<file path="src/hdl/pam_pkg.sv">
`timescale 1ns / 1ps

package pam_pkg;

	// Fixed field widths.
	localparam int DIST_W   = 16;
	localparam int WEIGHT_W = 16;
	localparam int COST_W   = 40;
	localparam int DIFF_W   = DIST_W + 1;
	localparam int PROD_W   = WEIGHT_W + 1 + DIFF_W;
	localparam int MED_W    = 8;
	localparam int SLOT_W   = 4;

	// A run gives up after this many passes.
	localparam int PASS_LIMIT = 256;
	localparam int PASS_W     = 9;

	// Input item actions.
	localparam logic [2:0] ACT_DIST   = 3'd0;
	localparam logic [2:0] ACT_WEIGHT = 3'd1;
	localparam logic [2:0] ACT_MEDOID = 3'd2;
	localparam logic [2:0] ACT_RUN    = 3'd3;
	localparam logic [2:0] ACT_QUERY  = 3'd4;

	// Configuration register indexes.
	localparam logic [1:0] CFG_NUM_ELEMENTS = 2'd0;
	localparam logic [1:0] CFG_NUM_CLUSTERS = 2'd1;
	localparam logic [1:0] CFG_MAX_DISTANCE = 2'd2;

	// One request to the shared multiply-accumulate unit.
	typedef struct packed {
		logic                     clr;
		logic                     en;
		logic [WEIGHT_W-1:0]      a;
		logic signed [DIFF_W-1:0] b;
	} mac_op_t;

endpackage

</file>
<file path="src/hdl/pam_mac.sv">
`timescale 1ns / 1ps

// Shared multiply-accumulate unit: weight times signed distance difference,
// with one register after the multiplier and one on the accumulator.
module pam_mac #(
	parameter int ACC_W = 64
) (
	input  logic                    clk,
	input  logic                    arst_n,
	input  pam_pkg::mac_op_t        op,
	output logic signed [ACC_W-1:0] acc
);

	logic signed [pam_pkg::PROD_W-1:0] prod_s1;
	logic                              vld_s1;
	logic signed [ACC_W-1:0]           acc_q;

	always_ff @(posedge clk) begin
		prod_s1 <= $signed({1'b0, op.a}) * op.b;
	end

	always_ff @(posedge clk or negedge arst_n) begin
		if (!arst_n) begin
			vld_s1 <= 1'b0;
			acc_q  <= '0;
		end else if (op.clr) begin
			vld_s1 <= 1'b0;
			acc_q  <= '0;
		end else begin
			vld_s1 <= op.en;
			if (vld_s1) begin
				acc_q <= acc_q + ACC_W'(prod_s1);
			end
		end
	end

	assign acc = acc_q;

endmodule

</file>
<file path="config.mk">
export PLATFORM = sky130hd
export DESIGN_NAME = pam_mac
export DESIGN_NICKNAME = d
export VERILOG_FILES = /design/src/hdl/pam_pkg.sv /design/src/hdl/pam_mac.sv
export SDC_FILE = /design/constraint.sdc
export NUM_CORES = 1
export LEC_CHECK = 0
export BUFFER_PORTS_ARGS = -buffer_cell sky130_fd_sc_hd__buf_2
export CAP_MARGIN = 20
export CORE_ASPECT_RATIO = 0.9
export CORE_MARGIN = 5
export CORE_UTILIZATION = 64
export DETAILED_ROUTE_END_ITERATION = 12
export GPL_TIMING_DRIVEN = 0
export PLACE_DENSITY = 0.8
export RECOVER_POWER = 100
export SETUP_SLACK_MARGIN = 0.15
export SYNTH_ARGS = -nofsm -noshare
export SYNTH_HDL_FRONTEND = slang
export SYNTH_SLANG_ARGS = --single-unit
</file>
<file path="constraint.sdc">
create_clock -name clk -period 4.8 [get_ports clk]
set_clock_uncertainty 0.2 [all_clocks]
set_input_delay 1.2 -clock clk [delete_from_list [all_inputs] [get_ports clk]]
set_output_delay 1.2 -clock clk [all_outputs]
set_load 0.02 [all_outputs]
</file>
==> run_results.csv <==
group,metric,value,unit
route,ant_nets,0,
timing,post-route-period-util,147,%
global_routing,grt_util_met2,51.2,%
worst_setup_path,required,4.88,ns
layout,fillers,1702,
worst_setup_path,r2r_slack,-0.11,ns
clock_network,cts_buffer_depth,2,
global_routing,gr-usage-met1,47.0,%
placement,port_buffers,100,
layout,fin_nets,2583,
min_path,min_from,"acc[49]",
yosys,synth_edf_count,0,
worst_setup_path,r2r_end,"acc[60]",
route,drc,0,
min_path,hold_class,"flip-flop to flip-flop",
timing,hold_ws,0.324,ns
timing,max_freq,141,MHz
clock_network,cts-htree-levels,3,
worst_setup_path,critPathCaptureType,"flip-flop",
die,core_area,25300,um2
global_routing,grt_pass1_vias,14800,
yosys,synth-seq-cells,99,
min_path,worst_hold_path.num_cells,2,
timing,setup_viol,29,
yosys,post_synth.cell_area_avg,8.50,um2
placement,dp_hpwl,37100,um
layout,drive_gt1_share,14.8,%
timing,drv_slew,66,
layout,syn_to_final_growth,19.8,%
status,violations,"capacitance limit, slew limit, setup timing",
timing,final.setup.tns,-41.16,ns
global_routing,grt_usage,33.4,%
die,dieArea,29200,um2
global_routing,grt_overflow,0,
global_routing,grt_util_met3,8.69,%
die,die_height,163,um
global_routing,grt_max_degree,66,
job,drv_cap,1,
yosys,synth_cell_type_count,62,
clock_network,cts_buffers,9,
yosys,synthFlopType,"dfrtp_1",
route,num_vias,15300,
global_routing,grt_pass1_wl,77800,um
route,dr.first_iter.drc_count,1499,
min_path,whs_endpoint,"acc[49]",
global_routing,grt-busiest-layer,"met2",
clock_network,clockRootBuffer,"clkbuf_16",
clock_network,clk_pin_slew_worst_paths,0.08,ns
worst_setup_path,rr_worst_depth,11,
timing,maxSlewHeadroom,-19.2,%
timing,fin_ws,-2.27,ns
worst_setup_path,crit_type,"input pin to flip-flop",
clock_network,tritoncts,"built",
yosys,ys_seq_area_share,13.9,%
timing,period_minus_slack,7.07,ns
worst_setup_path,critical_path.startpoint_type,"input pin",
worst_setup_path,r2r-start,"prod_s1[33]",
status,status,"finished with violations",
route,dr.pass1.iters,6,
yosys,syn_nets,2389,
die,std_cell_rows,55,
yosys,synthesis.area,16600,um2
clock_network,cts_sinks,99,
route,wl,53000,um
global_routing,antenna_found_initial,2,
worst_setup_path,cp_max_fo,10,
yosys,yosysWarnings,0,
route,wire_per_inst,21.2,um
die,die_x,180,um
clock_network,worstSkewPairLatency,0.35,ns
die,ios,101,
yosys,synthArstFlopShare,65.7,%
placement,gp_routability_congestion,0.988,
die,initial_utilization,65.5,%
yosys,syn_inst,1951,
timing,rsz0062_at_grt,"true",
layout,final_core_util,78.5,%
timing,worst_pin_slew,1.79,ns
clock_network,holdBufCountCts,0,
worst_setup_path,cp.arrival,7.14,ns
timing,report.final.hold_viol_count,0,
route,avgViaCountPerCell,6.14,
[cells by family (layout without fill, tap and decap cells)]
kind of cell / count (synthesis) / after routing / share of synthesized area (%)
buffers and inverters: 386 / 585 / 8.75
other: 0 / 1 / 0
adders and majority gates: 401 / 401 / 39.8
DFF: 99 / 99 / 13.9
AOI/OAI and AO/OA: 380 / 380 / 14.7
muxes: 28 / 28 / 1.70
xor gates and xnor gates: 75 / 75 / 3.96
and+or+nand+nor: 582 / 582 / 17.2
[critical path, stage by stage]
cell	delay (ns)
buf_4	0.20
buf_8	0.18
nand2_1	0.09
fa_1	0.49
fa_1	0.51
inv_2	0.05
fa_2	0.54
fa_2	0.44
fa_1	0.48
inv_1	0.05
fa_1	0.49
inv_2	0.05
ha_4	0.17
a21o_1	0.17
a21o_1	0.15
a21o_1	0.22
a2111oi_4	0.41
o211ai_1	0.27
buf_4	0.21
and3_4	0.15
a221o_1	0.34
a21oi_2	0.15
xnor2_1	0.12
[metal layers]
metal  up-vias  part of all wire [%]
met5         -                     0
met4         0                   4.0
met3       181                    11
met2       924                    46
met1      7448                    40
li1       6750                     -
[cell usage after synthesis (3+ instances only)]
library cell,number,area share [%]
nor2_1,108,2.4
o31ai_1,10,0.45
o311ai_1,5,0.26
nor2b_1,19,0.72
a21o_1,65,2.9
nand2b_1,13,0.49
o21bai_1,15,0.68
fa_1,210,25
a21oi_1,116,3.5
nand2_1,196,4.4
or2_2,4,0.15
ha_1,191,14
inv_1,311,7.0
a221o_1,4,0.24
dfrtp_1,65,9.8
xor2_1,29,1.5
and2_1,162,6.1
dfxtp_1,34,4.1
mux2i_1,27,1.6
buf_1,3,0.068
xnor2_1,46,2.4
nor3b_1,3,0.14
a221oi_1,3,0.16
a22oi_1,3,0.14
o21ai_1,27,0.81
nor4_1,4,0.15
nand4_1,16,0.60
o21a_1,15,0.68
a21boi_0,4,0.18
nor3_1,10,0.30
a31oi_1,14,0.53
or3_1,6,0.23
o21ai_0,48,1.4
a2111oi_0,3,0.16
o211ai_1,8,0.36
and3_1,15,0.57
or4_1,3,0.14
a211oi_1,17,0.77
nand3_1,19,0.57
o31a_1,4,0.21
clkbuf_1,70,1.6
[area by class of cell]
type	count	area [um2]	share of cell area (%)
Inverter	312	1170	5.89
Timing Repair Buffer	183	1340	6.76
Buffer	74	763	3.84
Clock buffer	13	240	1.21
Tap cell	342	428	2.15
Sequential cell	99	2310	11.6
Multi-Input combinational cell	1466	13600	68.4
Clock inverter	3	15.0	0.0756
Antenna cell	1	2.50	0.0126
[registers in the layout, indices dropped and copies added, names as in the netlist]
register	count
acc	64
prod_s1	34
vld_s1	1
[timing repair]
| item | CTS | global route |
|---|---|---|
| cloned | 0 | 0 |
| resized for setup | 168 | 93 |
| buffers inserted | 54 | 28 |
| pin swaps | 61 | 61 |
| setup endpoints to repair | 26 | 30 |
[through the flow]
stage,area (um2),std cells,setup slack (ns)
finish,19900,2493,-2.27
global route,19900,2492,-2.36
CTS,19500,2464,-2.18
detailed placement,18000,2394,-2.96
global placement,18000,2393,-2.94
floorplan,17000,1951,-1.98
[how the worst max path moves through the flow]
stage | slack [ns] | cells past startpoint | startpoint | to
2_1_floorplan | -1.98 | 22 | op[5] | prod_s1[32]
3_3_place_gp | -2.94 | 22 | op[14] | prod_s1[32]
3_5_place_dp | -2.96 | 22 | op[14] | prod_s1[32]
4_1_cts | -2.18 | 23 | op[28] | prod_s1[32]
5_1_grt | -2.36 | 24 | op[20] | prod_s1[30]
6_report | -2.27 | 23 | op[19] | prod_s1[30]
[cells in the final DEF (no fill, tap or decap), types with 16 or more instances in the layout]
cell type,Yosys,layout
a21oi_1,116,106
o21ai_0,48,55
inv_1,311,278
and2_1,162,138
xnor2_1,46,44
nand2_1,196,190
nand4_1,16,16
and2_4,0,22
nand3_1,19,18
nor2b_1,19,16
buf_4,0,60
a21o_1,65,65
ha_1,191,166
mux2i_1,27,27
dfrtp_1,65,65
inv_2,0,33
nor2_1,108,103
buf_6,0,38
clkbuf_1,70,110
dfxtp_1,34,34
ha_4,0,25
fa_1,210,196
xor2_1,29,29
clkbuf_16,0,24
Power is not shown: default switching activity piles up to over one toggle a cycle in this logic, so the estimate is an artifact.
